**src/hdl/tdist_pkg.sv**
```systemverilog
`timescale 1ns / 1ps

package tdist_pkg;

    localparam int TORQUE_W   = 16;
    localparam int COEF_W     = 16;
    localparam int CFG_DATA_W = 32;
    localparam int CFG_INDEX_W = 3;
    localparam int NUM_TENDON = 3;
    localparam int FRAC_BITS  = 12;
    localparam int ROUND_HALF = 1 << (FRAC_BITS - 1);
    localparam int SAT_W      = 36;

    typedef enum logic [CFG_INDEX_W-1:0] {
        REG_COEF_ROW_0     = 3'd0,
        REG_COEF_ROW_1     = 3'd1,
        REG_COEF_ROW_2     = 3'd2,
        REG_PULLEY_RADIUS  = 3'd3,
        REG_MIN_TORQUE     = 3'd4,
        REG_TORQUE_CEILING = 3'd5
    } cfg_reg_t;

    typedef struct packed {
        logic signed [TORQUE_W-1:0] joint_torque_a;
        logic signed [TORQUE_W-1:0] joint_torque_b;
    } joint_item_t;

    typedef struct packed {
        logic signed [TORQUE_W-1:0] motor_torque_0;
        logic signed [TORQUE_W-1:0] motor_torque_1;
        logic signed [TORQUE_W-1:0] motor_torque_2;
        logic                       offset_applied;
    } motor_item_t;

    typedef struct packed {
        logic [NUM_TENDON-1:0][CFG_DATA_W-1:0] coef_row;
        logic [TORQUE_W-1:0]                   pulley_radius;
        logic signed [TORQUE_W-1:0]            min_torque;
        logic signed [TORQUE_W-1:0]            torque_ceiling;
    } cfg_t;

    // saturate to a signed value of w bits
    function automatic logic signed [SAT_W-1:0] sat_width(
        input logic signed [SAT_W-1:0] v,
        input int unsigned             w
    );
        logic signed [SAT_W-1:0] hi;
        logic signed [SAT_W-1:0] lo;
        hi = (SAT_W'(1) <<< (w - 1)) - SAT_W'(1);
        lo = -hi - SAT_W'(1);
        priority if (v > hi)
        begin
            return hi;
        end
        else if (v < lo)
        begin
            return lo;
        end
        else
        begin
            return v;
        end
    endfunction

endpackage

```
**src/hdl/tdist_force.sv**
```systemverilog
`timescale 1ns / 1ps

module tdist_force
    import tdist_pkg::*;
#(
    parameter int DATA_WIDTH = 16
)
(
    input  logic                         clk,
    input  logic                         rst_n,
    input  cfg_t                         cfg,
    input  logic                         up_valid,
    output logic                         up_stall,
    input  joint_item_t                  item,
    output logic                         dn_valid,
    input  logic                         dn_stall,
    output logic signed [DATA_WIDTH-1:0] frc [NUM_TENDON]
);

    localparam int PROD_W = 2 * COEF_W;
    localparam int SUM_W  = PROD_W + 1;

    logic s1_en;
    logic s2_en;
    logic s1_valid_reg;
    logic s1_valid_next;
    logic s2_valid_reg;
    logic s2_valid_next;

    logic signed [PROD_W-1:0]     prod_reg  [NUM_TENDON][2];
    logic signed [PROD_W-1:0]     prod_next [NUM_TENDON][2];
    logic signed [SUM_W-1:0]      sum_rnd   [NUM_TENDON];
    logic signed [SUM_W-1:0]      sum_shift [NUM_TENDON];
    logic signed [SAT_W-1:0]      sum_sat   [NUM_TENDON];
    logic signed [DATA_WIDTH-1:0] frc_reg   [NUM_TENDON];
    logic signed [DATA_WIDTH-1:0] frc_next  [NUM_TENDON];

    assign s2_en    = !s2_valid_reg || !dn_stall;
    assign s1_en    = !s1_valid_reg || s2_en;
    assign up_stall = !s1_en;

    assign s1_valid_next = s1_en ? up_valid : s1_valid_reg;
    assign s2_valid_next = s2_en ? s1_valid_reg : s2_valid_reg;

    always_comb
    begin
        for (int i = 0; i < NUM_TENDON; i++)
        begin
            prod_next[i][0] = $signed(cfg.coef_row[i][COEF_W-1:0]) * item.joint_torque_a;
            prod_next[i][1] = $signed(cfg.coef_row[i][2*COEF_W-1:COEF_W])
                              * item.joint_torque_b;
            sum_rnd[i]   = SUM_W'(prod_reg[i][0]) + SUM_W'(prod_reg[i][1])
                           + SUM_W'(ROUND_HALF);
            sum_shift[i] = sum_rnd[i] >>> FRAC_BITS;
            sum_sat[i]   = sat_width(SAT_W'(sum_shift[i]), DATA_WIDTH);
            frc_next[i]  = sum_sat[i][DATA_WIDTH-1:0];
        end
    end

    always_ff @(posedge clk or negedge rst_n)
    begin
        if (!rst_n)
        begin
            s1_valid_reg <= 1'b0;
            s2_valid_reg <= 1'b0;
        end
        else
        begin
            s1_valid_reg <= s1_valid_next;
            s2_valid_reg <= s2_valid_next;
        end
    end

    always_ff @(posedge clk)
    begin
        if (s1_en && up_valid)
        begin
            prod_reg <= prod_next;
        end
        if (s2_en && s1_valid_reg)
        begin
            frc_reg <= frc_next;
        end
    end

    assign dn_valid = s2_valid_reg;
    assign frc      = frc_reg;

endmodule

```
**config.mk**
```make
export PLATFORM = sky130hd
export DESIGN_NAME = tdist_force
export DESIGN_NICKNAME = d
export VERILOG_FILES = /design/src/hdl/tdist_pkg.sv /design/src/hdl/tdist_force.sv
export SDC_FILE = /design/constraint.sdc
export NUM_CORES = 2
export LEC_CHECK = 0
export BUFFER_PORTS_ARGS = -buffer_cell sky130_fd_sc_hd__buf_2
export CAP_MARGIN = 15
export CORE_MARGIN = 3
export CORE_UTILIZATION = 38
export CTS_CLUSTER_DIAMETER = 40
export CTS_CLUSTER_SIZE = 25
export DETAILED_ROUTE_END_ITERATION = 6
export GPL_TIMING_DRIVEN = 0
export PLACE_DENSITY = 0.61
export SETUP_SLACK_MARGIN = 0.1
export SKIP_CTS_REPAIR_TIMING = 1
export SYNTH_ARGS = -nofsm -noshare
export SYNTH_HDL_FRONTEND = slang
export SYNTH_SLANG_ARGS = --single-unit
```
**constraint.sdc**
```tcl
create_clock -name clk -period 7.1 [get_ports clk]
set_input_delay 0 -clock clk [delete_from_list [all_inputs] [get_ports clk]]
set_output_delay 0 -clock clk [all_outputs]
set_load 0.02 [all_outputs]
```
==> flow_metrics.tcl <==
set metrics [dict create \
    drtPass1Iterations 5 \
    seq_area_frac_synth 0.103 \
    clk_pin_slew_ns 0.08 \
    grt_pass1_wl_microns 327000 \
    clock_sinks 242 \
    grt_start_max_net_pins 72 \
    ys_types 87 \
    cap_viol_max_count 0 \
    die_width_microns 437 \
    initial_core_util 0.384 \
    syn2layout_area_growth_pct 7.28 \
    crit_type "in2reg" \
    synth_edf_count 240 \
    status "completed" \
    synthArstFlopShare 0.00826 \
    setup_viol 0 \
    dp.cells 9905 \
    cts_tree "built" \
    rsz0062_at_grt "yes" \
    rows 157 \
    wl_per_cell_microns 21.1 \
    routed_wl_microns 210000 \
    hold_viol 0 \
    endpoint_kind "flip-flop" \
    gp_congestion 0.955 \
    layoutNonFillerInstCount 9977 \
    h-tree-depth 1 \
    drc 0 \
    antenna_found_initial 24 \
    synth-seq-cells 242 \
    period_needed_ns 7.02 \
    slew_headroom 0.181 \
    synth_ff_type "edfxtp_1" \
    grt_overflow 0 \
    grt_pass1_vias 54800 \
    largest_reg_flops 192 \
    fin_skew_ns 0.0187 \
    tightest_slew_ns 1.23 \
    syn_area_per_cell_sq_um 9.70 \
    drive_gt1_frac 0.0463 \
    critPathMaxFanout 11 \
    die_y_microns 437 \
    grtUsageTotal 0.224 \
    ios 230 \
    clk_latency_ns 0.55 \
    post-route-period-util 0.989 \
    viasPerCell 5.00 \
    cp-start-kind "input port" \
    dieArea_sq_um 191000 \
    arrival_ns 7.34 \
    cts_buffer_depth 3 \
    ys_warn_count 0 \
    synth_area_sq_um 70700 \
    synth_nets 9710 \
    drt_iter0_drc 2744 \
    dp_hpwl_microns 180000 \
    cts_buffers 25 \
    num_vias 49900 \
    slew_violations 0 \
    max_freq_mhz 142 \
    cts-root-buf "clkbuf_16" \
    detail-route-antenna-nets 0 \
    final_nets 9907 \
    syn_inst 7283 \
    core_sq_um 184000 \
    hp-class "in2reg" \
    required_ns 7.42 \
    io_buffers 151 \
]
## layout by cell type (no fill, tap or decap), drive strengths merged, types with 15 or more instances in the layout
cell,instances
xnor2,210
o21bai,34
xor2,64
fa,1572
and3,21
o21a,17
clkbuf,280
a21oi,184
edfxtp,240
nor3,32
a21o,121
nand3,38
nor2,154
buf,168
nand2,807
nor2b,16
o21ai,109
inv,1770
nand4,17
ha,675
nand2b,43
diode,15
and2,752
## per-layer routing
metal	wire, microns	vias up	GRT usage
li1	-	22200	-
met1	82200	25600	0.279
met2	102000	1617	0.383
met3	13100	457	0.0327
met4	12500	12	0.102
met5	77	-	0
## cell families (layout without fill, tap and decap cells)
group	Yosys count	after routing	synth area share
buffers and inverters	2027	2242	0.108
DFF	242	242	0.103
muxes	1	1	0.000142
adders and majority gates	2247	2247	0.565
other	0	15	0
xor gates and xnor gates	274	274	0.0340
and+or+nand+nor	1915	1915	0.135
AOI/OAI and AO/OA	577	577	0.0553
## stage by stage
| step | utilization | cell area [sq um] | setup TNS, ns | setup WS (ns) | hold slack (ns) |
|---|---|---|---|---|---|
| floorplan | - | 70700 | 0 | 0.782 | -0.296 |
| global placement | 0.405 | 74500 | -75.31 | -1.44 | -0.215 |
| detailed placement | 0.406 | 74700 | -26.50 | -1.30 | -0.212 |
| CTS | 0.411 | 75500 | -4.05 | -0.705 | -0.810 |
| global route | 0.412 | 75800 | 0 | 0.0346 | 0.0406 |
| finish | 0.412 | 75800 | 0 | 0.0750 | 0.0570 |
## path summary, 6_finish.rpt
kind	from	to	slack, ns	cells past startpoint
max	item[27]	prod_reg[191]$_DFFE_PP_	0.08	22
min	cfg[97]	prod_reg[65]$_DFFE_PP_	0.06	3
max reg2reg	prod_reg[2]$_DFFE_PP_	frc[10]$_SDFFCE_PN1P_	2.97	13
min reg2reg	s1_valid_reg$_DFFE_PN0N_	dn_valid$_DFFE_PN0P_	0.51	1
max in group asynchronous	rst_n	dn_valid$_DFFE_PN0P_	6.66	3
min in group asynchronous	rst_n	s1_valid_reg$_DFFE_PN0N_	0.32	3
## cell type report
class	count	area [sq um]
Timing Repair Buffer	172	1050
Inverter	1761	6610
Multi-Input combinational cell	5014	55800
Sequential cell	242	7260
Fill cell	18200	108000
Clock buffer	25	626
Tap cell	2464	3080
Buffer	264	1110
Antenna cell	15	37.5
Clock inverter	20	215
## critical path: stages
cell and delay [ns]:
clkdlybuf4s15_1 0.74, clkbuf_2 0.48, nand2_1 0.14, fa_1 0.52, inv_1 0.05, fa_1 0.55
fa_1 0.45, fa_1 0.48, fa_1 0.50, inv_1 0.06, fa_1 0.53, inv_1 0.06
ha_1 0.34, and3_1 0.20, clkbuf_1 0.15, nand2_1 0.12, or3b_2 0.48, or3_1 0.32
a31o_2 0.25, a311oi_1 0.38, o21bai_1 0.16, xnor2_2 0.36
## Yosys cell counts (4+ instances only)
master	count	share of area
a211o_1	8	0.00099
a2111oi_2	5	0.0011
nand3_1	36	0.0025
clkbuf_1	257	0.014
o2111ai_1	5	0.00062
o211ai_1	7	0.00074
nand4_1	17	0.0015
o21ai_0	91	0.0064
o21bai_1	33	0.0035
fa_1	1572	0.45
nor2_1	154	0.0082
and4_1	4	0.00050
and3_1	21	0.0019
ha_1	675	0.12
o21ai_2	12	0.0015
or3_1	5	0.00044
a31oi_1	9	0.00080
or2_2	12	0.0011
inv_1	1759	0.093
nor3_1	31	0.0022
o21a_1	17	0.0018
a211oi_1	9	0.00096
xor2_1	64	0.0079
o21ai_1	6	0.00042
a31o_2	8	0.00099
o31ai_1	7	0.00074
nor4_1	5	0.00044
a41o_1	7	0.00099
nor2b_1	16	0.0014
a21o_1	120	0.013
a221o_1	5	0.00071
edfxtp_1	240	0.10
nand2b_1	43	0.0038
nand2_1	807	0.043
nor3b_1	4	0.00042
xnor2_1	210	0.026
a2111oi_0	4	0.00050
and2_1	751	0.066
o31a_1	4	0.00050
a21oi_1	183	0.013
Power is not shown: default switching activity piles up to over one toggle a cycle in this logic, so the estimate is an artifact.
