**config.mk**
```make
export PLATFORM = sky130hd
export DESIGN_NAME = tdist_offset
export DESIGN_NICKNAME = d
export VERILOG_FILES = /design/src/hdl/tdist_pkg.sv /design/src/hdl/tdist_offset.sv
export SDC_FILE = /design/constraint.sdc
export NUM_CORES = 1
export LEC_CHECK = 0
export ABC_AREA = 1
export BUFFER_PORTS_ARGS = -buffer_cell sky130_fd_sc_hd__buf_4
export CAP_MARGIN = 5
export CORE_MARGIN = 2
export CORE_UTILIZATION = 50
export CTS_CLUSTER_SIZE = 16
export DETAILED_ROUTE_END_ITERATION = 8
export GPL_TIMING_DRIVEN = 1
export PLACE_DENSITY = 0.75
export SYNTH_ARGS = -nofsm -noshare
export SYNTH_HDL_FRONTEND = slang
export SYNTH_SLANG_ARGS = --single-unit
```
**constraint.sdc**
```tcl
create_clock -name clk -period 3.3 [get_ports clk]
set_input_delay 0.33 -clock clk [delete_from_list [all_inputs] [get_ports clk]]
set_output_delay 0.33 -clock clk [all_outputs]
set_load 0.005 [all_outputs]
```
**src/hdl/tdist_pkg.sv**
```systemverilog
`timescale 1ns / 1ps

package tdist_pkg;

    localparam int TORQUE_W   = 16;
    localparam int COEF_W     = 16;
    localparam int CFG_DATA_W = 32;
    localparam int CFG_INDEX_W = 3;
    localparam int NUM_TENDON = 3;
    localparam int FRAC_BITS  = 12;
    localparam int ROUND_HALF = 1 << (FRAC_BITS - 1);
    localparam int SAT_W      = 36;

    typedef enum logic [CFG_INDEX_W-1:0] {
        REG_COEF_ROW_0     = 3'd0,
        REG_COEF_ROW_1     = 3'd1,
        REG_COEF_ROW_2     = 3'd2,
        REG_PULLEY_RADIUS  = 3'd3,
        REG_MIN_TORQUE     = 3'd4,
        REG_TORQUE_CEILING = 3'd5
    } cfg_reg_t;

    typedef struct packed {
        logic signed [TORQUE_W-1:0] joint_torque_a;
        logic signed [TORQUE_W-1:0] joint_torque_b;
    } joint_item_t;

    typedef struct packed {
        logic signed [TORQUE_W-1:0] motor_torque_0;
        logic signed [TORQUE_W-1:0] motor_torque_1;
        logic signed [TORQUE_W-1:0] motor_torque_2;
        logic                       offset_applied;
    } motor_item_t;

    typedef struct packed {
        logic [NUM_TENDON-1:0][CFG_DATA_W-1:0] coef_row;
        logic [TORQUE_W-1:0]                   pulley_radius;
        logic signed [TORQUE_W-1:0]            min_torque;
        logic signed [TORQUE_W-1:0]            torque_ceiling;
    } cfg_t;

    // saturate to a signed value of w bits
    function automatic logic signed [SAT_W-1:0] sat_width(
        input logic signed [SAT_W-1:0] v,
        input int unsigned             w
    );
        logic signed [SAT_W-1:0] hi;
        logic signed [SAT_W-1:0] lo;
        hi = (SAT_W'(1) <<< (w - 1)) - SAT_W'(1);
        lo = -hi - SAT_W'(1);
        priority if (v > hi)
        begin
            return hi;
        end
        else if (v < lo)
        begin
            return lo;
        end
        else
        begin
            return v;
        end
    endfunction

endpackage

```
**src/hdl/tdist_offset.sv**
```systemverilog
`timescale 1ns / 1ps

module tdist_offset
    import tdist_pkg::*;
#(
    parameter int DATA_WIDTH = 16
)
(
    input  logic                         clk,
    input  logic                         rst_n,
    input  logic                         up_valid,
    output logic                         up_stall,
    input  logic signed [DATA_WIDTH-1:0] frc [NUM_TENDON],
    output logic                         dn_valid,
    input  logic                         dn_stall,
    output logic signed [DATA_WIDTH-1:0] frc_adj [NUM_TENDON],
    output logic                         offset_flag
);

    localparam int AW = DATA_WIDTH + 1;

    logic s3_en;
    logic s4_en;
    logic s3_valid_reg;
    logic s3_valid_next;
    logic s4_valid_reg;
    logic s4_valid_next;

    logic signed [AW-1:0]         neg_f0;
    logic signed [AW-1:0]         neg_f1;
    logic signed [AW:0]           half_f2;
    logic signed [AW-1:0]         alpha_reg;
    logic signed [AW-1:0]         alpha_next;
    logic signed [DATA_WIDTH-1:0] frc_reg  [NUM_TENDON];
    logic signed [SAT_W-1:0]      adj_sum  [NUM_TENDON];
    logic signed [SAT_W-1:0]      adj_sat  [NUM_TENDON];
    logic signed [DATA_WIDTH-1:0] adj_reg  [NUM_TENDON];
    logic signed [DATA_WIDTH-1:0] adj_next [NUM_TENDON];
    logic                         flag_reg;
    logic                         flag_next;

    assign s4_en    = !s4_valid_reg || !dn_stall;
    assign s3_en    = !s3_valid_reg || s4_en;
    assign up_stall = !s3_en;

    assign s3_valid_next = s3_en ? up_valid : s3_valid_reg;
    assign s4_valid_next = s4_en ? s3_valid_reg : s4_valid_reg;

    // smallest offset that brings every force to zero or above; force two gets twice
    always_comb
    begin
        neg_f0  = -AW'(frc[0]);
        neg_f1  = -AW'(frc[1]);
        half_f2 = ((-(AW + 1)'(frc[2])) + (AW + 1)'(1)) >>> 1;
        alpha_next = '0;
        if (neg_f0 > alpha_next)
        begin
            alpha_next = neg_f0;
        end
        if (neg_f1 > alpha_next)
        begin
            alpha_next = neg_f1;
        end
        if (frc[2] < 0 && half_f2[AW-1:0] > alpha_next)
        begin
            alpha_next = half_f2[AW-1:0];
        end
    end

    always_comb
    begin
        adj_sum[0] = SAT_W'(frc_reg[0]) + SAT_W'(alpha_reg);
        adj_sum[1] = SAT_W'(frc_reg[1]) + SAT_W'(alpha_reg);
        adj_sum[2] = SAT_W'(frc_reg[2]) + (SAT_W'(alpha_reg) <<< 1);
        for (int i = 0; i < NUM_TENDON; i++)
        begin
            adj_sat[i]  = sat_width(adj_sum[i], DATA_WIDTH);
            adj_next[i] = adj_sat[i][DATA_WIDTH-1:0];
        end
        flag_next = (alpha_reg != '0);
    end

    always_ff @(posedge clk or negedge rst_n)
    begin
        if (!rst_n)
        begin
            s3_valid_reg <= 1'b0;
            s4_valid_reg <= 1'b0;
        end
        else
        begin
            s3_valid_reg <= s3_valid_next;
            s4_valid_reg <= s4_valid_next;
        end
    end

    always_ff @(posedge clk)
    begin
        if (s3_en && up_valid)
        begin
            frc_reg   <= frc;
            alpha_reg <= alpha_next;
        end
        if (s4_en && s3_valid_reg)
        begin
            adj_reg  <= adj_next;
            flag_reg <= flag_next;
        end
    end

    assign dn_valid    = s4_valid_reg;
    assign frc_adj     = adj_reg;
    assign offset_flag = flag_reg;

endmodule

```
==> out/summary.md, run 1 <==
The run finished, with violations left. The final reports fail on setup timing. Of all nets on the critical path, the largest fanout is 8. After the first detailed-routing iteration, the DRC count stood at 741. The via total after detailed routing is 9241, and the final critical delay including setup and external delays is 4.326 ns.

For this design the ratio of total power to cell area is 480.1 nW/um2. The number of H-tree branching levels was 4. After synthesis, the netlist uses 49 different library cells. From left edge to right edge, the die measures 141.0 um.

The I/O pin count was 103. For this design the static power due to leakage is 0.006333 uW. The leading cell type in the layout, fill and taps excluded was sky130_fd_sc_hd__buf_4. 0 antenna diodes ended up in the layout. STA classifies the critical path endpoint as a flip-flop. The number of hold-slack violations in the final timing report is 0, and the number of fill cells in the layout is 1334. The warning count from the yosys run was 0; the arrival time of data at the critical path endpoint was 4.49 ns. At the later pin of the worst-skew pair, clock insertion delay measures 0.42 ns. Dividing the detail-routed via count by the number of cells gives 5.475.

The run gives 8648 as the via count of the first global-routing pass. In the final design database the tool counted 1583 nets. The sequential cell area came out at 3473 um2. By instance count, the cell type seen most on the critical path is sky130_fd_sc_hd__nand2_2.

The total power draw is 6504 uW, and the die height is 141.0 um. The run gives 0 as the number of max-cap violations. The run gives -1.026 ns as the minimum setup slack in the final design. In the final layout, the share of cells above drive strength 1 is 37.83%.

Setup total negative slack on the finished layout was measured at -15.57 ns. For the number of buffers added by the clock tree synthesis step, the log shows 17. For the CTS sink count, the log shows 116.

The slowest stage of the critical path is the sky130_fd_sc_hd__nor3_4 cell. The core region is 18580 um2. The number of antenna violations at the first check in global routing is 0. The setup path with the least slack is of type in2reg. Setup repair after global routing could not meet its margin everywhere.

Cells fill 72.90% of the core in the end. The cell area after synthesis was 9383 um2. The tools report the worst IR drop on VDD as 0.2982 mV. Detailed placement finished with a half-perimeter wire length of 20870 um. After floorplanning, the core was divided into 50 placement rows. The run gives 28920 um as the wire length reported by the detailed router. The share of the Yosys chip area taken by registers is 37.02%. The die covers 19880 um2. In the final routed layout, each cell accounts on average for 17.14 um. The post-route DRC violation count was 0. The logs give 0.1006 ns for the final-layout worst hold slack and 16 for the total setup violations reported at the end of the flow. The top cell types in the final layout, fill and taps aside, are sky130_fd_sc_hd__buf_4, sky130_fd_sc_hd__nand2_1, sky130_fd_sc_hd__inv_1, sky130_fd_sc_hd__edfxtp_1, sky130_fd_sc_hd__a21oi_1.

Number of nets with antenna violations after routing: 0. Once the floorplan was initialized, standard cells occupied 50.50% of the core. Data on the critical path is required at its endpoint by 3.47 ns. The largest net degree at the start of global routing was 38; the synthesis-to-layout area growth was 44.37%.

Across the routed clock network, the largest skew measured is 0.01425 ns. Routability-driven placement finished with a final weighted congestion of 0.9880. After layout, the worst path uses 131.1% of the clock period.

Synthesized area per cell: 8.281 um2. Headroom to the max-slew limit came out at 44.58%. The cell count after synthesis came out at 1133. The largest single stage delay on the critical path is 0.34 ns. Derived from the worst setup path, the maximum achievable clock frequency is 231.1 MHz. The remaining global-route overflow is 0, and the count of buffers from port buffering is 102. In this run, synthesis produced a sequential element count of 116. The clock transition at the registers of the reported paths came out at 0.06 ns.

The worst path buffer plus inverter count is 7, and the global router's overall resource usage is 27.71%. For this run, the leading register cell type out of synthesis is sky130_fd_sc_hd__edfxtp_1. The first global-routing pass estimated 43320 um of wire. The detailed-routing iteration count for the pre-antenna-repair pass is 6. Synthesis produced a netlist with a net count of 1275.

TritonCTS built the clock tree. Slew at the pin closest to its max-slew limit: 0.8313 ns. For the max-slew violation count, the log shows 0. The min-delay analysis places its worst path in the category in2reg.

The worst setup path is launched from an input port. The area of combinational cells with multiple inputs was 6222 um2. The critical path's top delay family is simple AND/OR/NAND/NOR gates. In this run, synthesis inferred 114 flip-flops with an integrated enable. The share of synthesized registers carrying an async set or reset is 1.724%.

In this run the clock root is driven by a sky130_fd_sc_hd__clkbuf_16. The clock tree buffer depth is 2.
-- power by group --
group	total [uW]	internal, uW	switching [uW]
clock	1900	1190	707
combinational	2520	1090	1430
sequential	2090	1960	124
-- routing by layer --
metal,GRT usage [%],routed length (um)
met1,36.51,12120
met2,47.06,14040
met3,3.567,1778
met4,10.05,986
met5,0,0
-- final cells by class --
| class | count | area share, % |
|---|---|---|
| clock buffers | 17 | 3.141 |
| clock inverters | 15 | 1.358 |
| inverters | 132 | 3.796 |
| multi-input cells | 873 | 45.94 |
| flip-flops and latches | 116 | 25.64 |
| well taps | 234 | 2.161 |
| repair buffers | 300 | 17.90 |
| repair inverters | 1 | 0.06466 |
-- cells by family (layout without fill, tap and decap cells) --
group	Yosys count	after routing	synth area share [%]
xor gates and xnor gates	67	67	6.334
AOI/OAI and AO/OA	133	133	8.028
and+or+nand+nor	580	581	29.71
other	2	2	0.08004
adders and majority gates	90	90	12.24
DFF	116	116	37.02
buffers and inverters	145	465	6.587
-- repair_timing --
action / 4_1_cts / 5_1_grt
endpoints found under the hold margin: 2 / 0
buffers inserted: 22 / 10
cloned: 4 / 1
setup endpoints to repair: 16 / 16
hold buffers: 1 / 0
resized for setup: 90 / 90
pin swaps: 40 / 52
-- stage by stage --
stage	instance area (um2)	std cells	setup WS (ns)
after floorplan	9458	1133	-0.8191
after global placement	11660	1619	-1.340
after detailed placement	11660	1619	-1.314
after CTS	12970	1677	-0.7079
after global routing	13550	1688	-1.215
final	13550	1688	-1.026
-- Yosys cell counts, drive strengths merged (2+ instances only) --
library cell,count,area [um2]
dfrtp,2,50.05
edfxtp,114,3423
nor4,10,68.81
nand3b,5,37.54
a21boi,2,15.01
xor2,49,436.7
o21ai,38,227.7
nor2,76,352.8
nor3,18,122.6
buf,13,121.4
a21o,9,67.56
or2,3,18.77
o21bai,2,15.01
inv,131,491.7
nand2,340,1356
a31oi,3,18.77
ha,87,1089
a21oi,75,379.1
nand3,99,635.6
fa,3,60.06
xnor2,18,157.7
nand4,26,168.9
conb,2,7.510
o21a,2,15.01
-- final timing paths --
path / from / to / slack [ns] / cells past startpoint
setup / recovery: frc[32] / alpha_reg[2]$_DFFE_PP_ / -1.03 / 30
hold / removal: frc[0] / frc_reg[0]$_DFFE_PP_ / 0.10 / 1
setup reg to reg: alpha_reg[0]$_DFFE_PP_ / frc_adj[36]$_SDFFCE_PN1P_ / 0.41 / 12
hold reg to reg: s3_valid_reg$_DFFE_PN0N_ / dn_valid$_DFFE_PN0P_ / 0.50 / 2
max in group asynchronous: rst_n / s3_valid_reg$_DFFE_PN0N_ / 2.97 / 2
min in group asynchronous: rst_n / dn_valid$_DFFE_PN0P_ / 0.24 / 2
Note: power is estimated with default switching activity, not from simulation.
==> inputs of run 2 (changes only) <==
--- a/config.mk
+++ b/config.mk
@@ -14,6 +14,7 @@
 export DETAILED_ROUTE_END_ITERATION = 8
 export GPL_TIMING_DRIVEN = 1
 export PLACE_DENSITY = 0.75
+export RECOVER_POWER = 100
 export SYNTH_ARGS = -nofsm -noshare
 export SYNTH_HDL_FRONTEND = slang
 export SYNTH_SLANG_ARGS = --single-unit
==> out/summary.md, run 2 (same netlist as run 1, synthesis figures left out) <==
The via-per-instance ratio is 5.491. During placement, the flow inserted port buffers numbering 102. The logs give 3.58 ns for the critical path required time and 1583 for the net total in the final layout. The tools report the CTS sink count as 116. TritonCTS built the clock tree.

The startpoint identified for the worst hold timing path is frc[0]. The H-tree was split into 4 levels. For the HPWL after detailed placement, the log shows 20870 um. Leaving out fill and tap cells, the most frequent cells in the layout are sky130_fd_sc_hd__nand2_1, sky130_fd_sc_hd__buf_4, sky130_fd_sc_hd__inv_1, sky130_fd_sc_hd__edfxtp_1, sky130_fd_sc_hd__a21oi_1. The tightest min-delay check is of the in2reg type. The filler cells instantiated in the layout total 1397. The tools report the detailed-routing iteration count for the pre-antenna-repair pass as 6. The critical path is of the in2reg type.

Number of hold-slack violations in the final timing report: 0. Cells fill 71.72% of the core in the end. Setup repair after global routing could not meet its margin everywhere. Measured along the y axis, the die boundary spans 141.0 um. On the final layout, the worst clock skew is 0.01443 ns.

The library cell used most frequently in the layout, excluding fill and tap cells, is sky130_fd_sc_hd__nand2_1. The max-slew violation count is 0, and the starting density of the core is 50.50%. The peak fanout along the critical path was 8; the number of buffers added by the clock tree synthesis step was 17.

The logs give 18580 um2 for the area of the placeable core and 38 for the largest net degree at the start of global routing. Clock-pin slew was measured on the worst setup and hold paths at 0.06 ns. Static timing analysis puts the maximum clock frequency at 231.5 MHz. The minimum setup slack in the final design was -1.019 ns. In this run the critical register-to-register path is launched from alpha_reg[0]$_DFFE_PP_. CTS placed an instance of sky130_fd_sc_hd__clkbuf_16 at the clock tree root. The worst setup path is captured at a flip-flop. The die covers 19880 um2.

The total power density per cell area was 483.6 nW/um2; the clock tree buffer depth was 2. In the routed design, unresolved DRC markers number 0. The arrival time of data at the critical path endpoint is 4.60 ns. Dividing the detail-routed wire length by the instance count gives 17.12 um. Across the run, the number of max-cap violations was 0. For the instance area at placement, the log shows 11660 um2. Measured against its own limit, the worst slew margin works out to 4.657%. For the number of antenna diodes, the log shows 0.

STA classifies the critical path startpoint as an input port. The static leakage came out at 0.006139 uW. The violation count after the first detailed-routing iteration is 704, and the I/O pin count is 103. The run gives 9268 as the via total after detailed routing. The flow ran to the end, but the final reports show violations. Relative to the synthesized area, the layout overhead comes to 42.02%. Cells with a size suffix above 1 make up 34.25% of the layout. The die width is 141.0 um. The wire length of the first global-routing pass came out at 43320 um. Setup slack on the worst reg-to-reg path comes out at 0.41 ns.

The worst register-to-register path has a depth of 12. The tools report the remaining global-route overflow as 0. Setup violations remaining at the end of the flow were counted as 16. Dividing the final minimum period by the clock period gives 130.9%.

The number of antenna violations at the first check in global routing was 0; the slew at the pin closest to its max-slew limit was 1.429 ns. The tools report the worst IR drop on VDD as 0.2974 mV. The routed design could run at a clock period as short as 4.319 ns.

Global routing used 27.71% of the available tracks across all layers. The number of stages on the worst hold path is 1, and the wire length reported by the detailed router is 28910 um. Hold timing on the final database bottoms out at a slack of 0.1231 ns. The largest individual stage delay along the critical path comes from the cell sky130_fd_sc_hd__ha_4.

The floorplan has 50 rows. For hold timing, the worst endpoint is frc_reg[0]$_DFFE_PP_. The final reports fail on setup timing. On the worst path, the slowest cell contributes a delay of 0.34 ns. Power comes to 6444 uW.

The via count of the first global-routing pass came out at 8648. The count of nets left with antenna violations once routing finished came out at 0. In this run the critical register-to-register path is captured at frc_adj[36]$_SDFFCE_PN1P_. The routability-driven placement congestion ratio is 0.9880. The later pin in the worst-skew pair is clocked with a latency of 0.42 ns. The final cell area excluding filler cells was 13330 um2.
## run 2: repair_timing
action                                 in CTS  in global routing
gates cloned                                4                  1
gates resized for setup                    90                 90
endpoints found under the hold margin       2                  0
setup endpoints to repair                  16                 16
hold buffers                                1                  0
pin swaps                                  40                 52
setup buffers                              22                 10
## run 2: final cells by class
type,instances,area (um2),share of cell area (%)
Multi-Input combinational cell,873,6203,46.55
Sequential cell,116,3473,26.07
Timing Repair Buffer,300,2223,16.69
Inverter,132,514.2,3.859
Clock buffer,17,425.4,3.192
Tap cell,234,292.8,2.197
Clock inverter,15,183.9,1.380
Timing Repair inverter,1,8.758,0.06573
## run 2: metrics by stage
step	TNS [ns]	setup WS (ns)	instances
floorplan	-12.27	-0.8191	1133
global placement	-20.82	-1.340	1619
detailed placement	-20.48	-1.314	1619
CTS	-10.68	-0.7079	1677
global route	-18.63	-1.215	1688
finish	-15.44	-1.019	1688
## run 2: power breakdown
part,total (uW),leakage (uW),switching (uW),internal [uW]
clock network,1900,0.000289,706,1190
registers,2080,0.00111,120,1960
logic,2460,0.00474,1430,1030
total,6440,0.00614,2250,4190
## run 2: how the worst max path moves through the flow
stage / start / endpoint / slack (ns) / cells after the start
after floorplan: frc[32] / alpha_reg[9]$_DFFE_PP_ / -0.82 / 37
after global placement: frc[36] / alpha_reg[10]$_DFFE_PP_ / -1.34 / 31
after detailed placement: frc[32] / alpha_reg[10]$_DFFE_PP_ / -1.31 / 32
after CTS: frc[32] / alpha_reg[13]$_DFFE_PP_ / -0.71 / 29
after global routing: frc[32] / alpha_reg[2]$_DFFE_PP_ / -1.21 / 35
final: frc[32] / alpha_reg[2]$_DFFE_PP_ / -1.02 / 29
## run 2: per-layer routing
layer  vias up  GRT usage (%)  routed length [um]
met5         -              0                   0
met4         0          10.05                1036
met3        79          3.567                1686
met2       397          47.06               13960
met1      4332          36.51               12220
li1       4460              -                   -
## run 2: worst max-delay path, delay by kind of cell
kind	cells	cell delay [ns]
compound gates	2	0.45
fa+ha+maj	3	0.79
buf+inv	8	1.01
simple gates	16	2.00
==> inputs of run 3 (changes only) <==
--- a/config.mk
+++ b/config.mk
@@ -15,6 +15,7 @@
 export GPL_TIMING_DRIVEN = 1
 export PLACE_DENSITY = 0.75
 export RECOVER_POWER = 100
+export SKIP_CTS_REPAIR_TIMING = 1
 export SYNTH_ARGS = -nofsm -noshare
 export SYNTH_HDL_FRONTEND = slang
 export SYNTH_SLANG_ARGS = --single-unit
==> out/summary.md, run 3 (same netlist as run 1, synthesis figures left out) <==
The flow ran to the end, but the final reports show violations. The worst setup path category is in2reg. Once detail routing completed, the nets flagged for antenna violations numbered 0.

Later-pin clock latency in the skew report: 0.42 ns. The die height was 141.0 um; the CTS sink count was 116. The final-layout worst hold slack is 0.1258 ns, and the post-route clock period utilization is 131.6%.

The run gives 0 as the max-slew violation count. The via total after detailed routing is 9017, and the die outline area is 19880 um2. In the routed design, unresolved DRC markers number 0. In this run the tool buffered the top-level ports with 102 buffer cells. Wire length of the first global-routing pass: 40920 um. The worst max-slew margin expressed relative to the limit is 45.40%. For the total number of placement rows, the log shows 50. Leading cell type in the layout, fill and taps excluded: sky130_fd_sc_hd__nand2_1. The critical path required time was 3.45 ns. The I/O pin count was 103; the via-per-instance ratio was 5.386. The area of the placeable core was 18580 um2; the clock tree buffer depth was 2.

The worst setup path is launched from an input port. The cell that appears most often on the critical path is sky130_fd_sc_hd__nand2_1. The net total in the final layout was 1569. Setup repair after global routing could not meet its margin everywhere. The largest individual stage delay along the critical path comes from the cell sky130_fd_sc_hd__nor3_4. The detailed-routing iteration count for the pre-antenna-repair pass is 7. At the end of the flow the core is filled with cells to 70.91%. Average wire length per cell after detail routing: 16.77 um. The kind of end point of the critical path was a flip-flop. The final reports fail on setup timing.

Detailed placement ended at an HPWL of 20870 um. For this run the aggregate overflow at the end of global routing stands at 0. From synthesis to final layout, the design area changed by 40.42%.

For this block, the initial DRC count from the detailed router was 723. For the final database, setup skew stands at 0.01594 ns. At the pin with the least slew margin, the transition time is 0.8178 ns. 0 antenna diodes ended up in the layout. The die width was 141.0 um. For this run, the top clock speed supported by timing is 230.4 MHz. In the final layout, the share of cells above drive strength 1 is 34.17%.

TritonCTS built the clock tree. The number of hold-slack violations in the final timing report was 0. The type of the tightest min-delay check is in2reg. The routed design has 28080 um of wire.

The tools report the largest net degree at the start of global routing as 38. The worst-case IR drop observed on VDD is 0.3183 mV. The tools report the arrival time of data at the critical path endpoint as 4.49 ns. Cell total after placement: 1619.

The number of antenna violations at the first check in global routing is 0. The tools report the static leakage as 0.006201 uW. The number of max-cap violations was 0; the final critical delay including setup and external delays was 4.341 ns. The tools report the number of buffers added by the clock tree synthesis step as 17.

Peak fanout along the critical path: 8. The clock transition at the registers of the reported paths was 0.06 ns; the number of fill cells in the layout was 1414. The library cells used most frequently in the layout, excluding fill and tap cells, are sky130_fd_sc_hd__nand2_1, sky130_fd_sc_hd__buf_4, sky130_fd_sc_hd__inv_1, sky130_fd_sc_hd__edfxtp_1, sky130_fd_sc_hd__a21oi_1. The run gives 16 as the total setup violations reported at the end of the flow.

Library cell used as clock root buffer: sky130_fd_sc_hd__clkbuf_16. In this design, the stage delay of the slowest critical-path cell is 0.29 ns. For this design the ratio of total power to cell area is 486.9 nW/um2. For this run, the number of standard cells in the final layout without fillers is 1674. For the via count of the first global-routing pass, the log shows 8146.

The minimum setup slack in the final design is -1.041 ns. Once the floorplan was initialized, standard cells occupied 50.50% of the core. The logs give 0.9880 for the routability-driven placement congestion ratio and 4 for the number of H-tree branching levels. The global router's overall resource usage is 26.20%.
==> run 3: worst paths after layout <==
check	cells past startpoint	slack, ns	to	from
min	1	0.13	frc_reg[0]$_DFFE_PP_	frc[0]
min in group asynchronous	2	0.24	dn_valid$_DFFE_PN0P_	rst_n
max reg2reg	12	0.41	frc_adj[36]$_SDFFCE_PN1P_	alpha_reg[0]$_DFFE_PP_
min reg2reg	2	0.50	dn_valid$_DFFE_PN0P_	s3_valid_reg$_DFFE_PN0N_
max in group asynchronous	2	2.93	s3_valid_reg$_DFFE_PN0N_	rst_n
max	37	-1.04	alpha_reg[4]$_DFFE_PP_	frc[32]
==> run 3: per-layer routing <==
metal / track usage, % / vias up / part of all wire [%]
met5: 0 / - / 0
met4: 8.158 / 0 / 2.9
met3: 3.363 / 60 / 5.5
met2: 44.01 / 356 / 49
met1: 35.50 / 4179 / 43
li1: - / 4422 / -
==> run 3: layout make-up <==
type                       instances  area [um2]  area share [%]
clock buffer                      17       425.4           3.229
clock inverter                    15       183.9           1.396
inverter                         132       514.2           3.903
multi-input combinational        873        6038           45.83
sequential                       116        3473           26.36
tap                              234       292.8           2.222
timing repair buffer             286        2238           16.99
timing repair inverter             1       8.758         0.06648
==> run 3: worst max-delay path: cells and delay by family <==
family | cells | cell delay [ns]
buf+inv | 9 | 1.13
compound gates | 2 | 0.30
fa+ha+maj | 3 | 0.57
simple gates | 23 | 2.15
==> run 3: power breakdown <==
| part | total [uW] | internal, uW | switching [uW] |
|---|---|---|---|
| registers | 2090 | 1960 | 124 |
| logic | 2420 | 1030 | 1390 |
| clock network | 1900 | 1190 | 712 |
==> run 3: per-stage QoR <==
stage	setup slack (ns)	power, uW	area, um2	setup TNS (ns)
6_report	-1.041	6415	13180	-15.47
4_1_cts	-0.8814	6202	12270	-13.58
3_5_place_dp	-1.314	4304	11660	-20.48
3_3_place_gp	-1.340	4243	11660	-20.82
2_1_floorplan	-0.8191	3501	9458	-12.27
5_1_grt	-1.301	6762	13180	-19.76
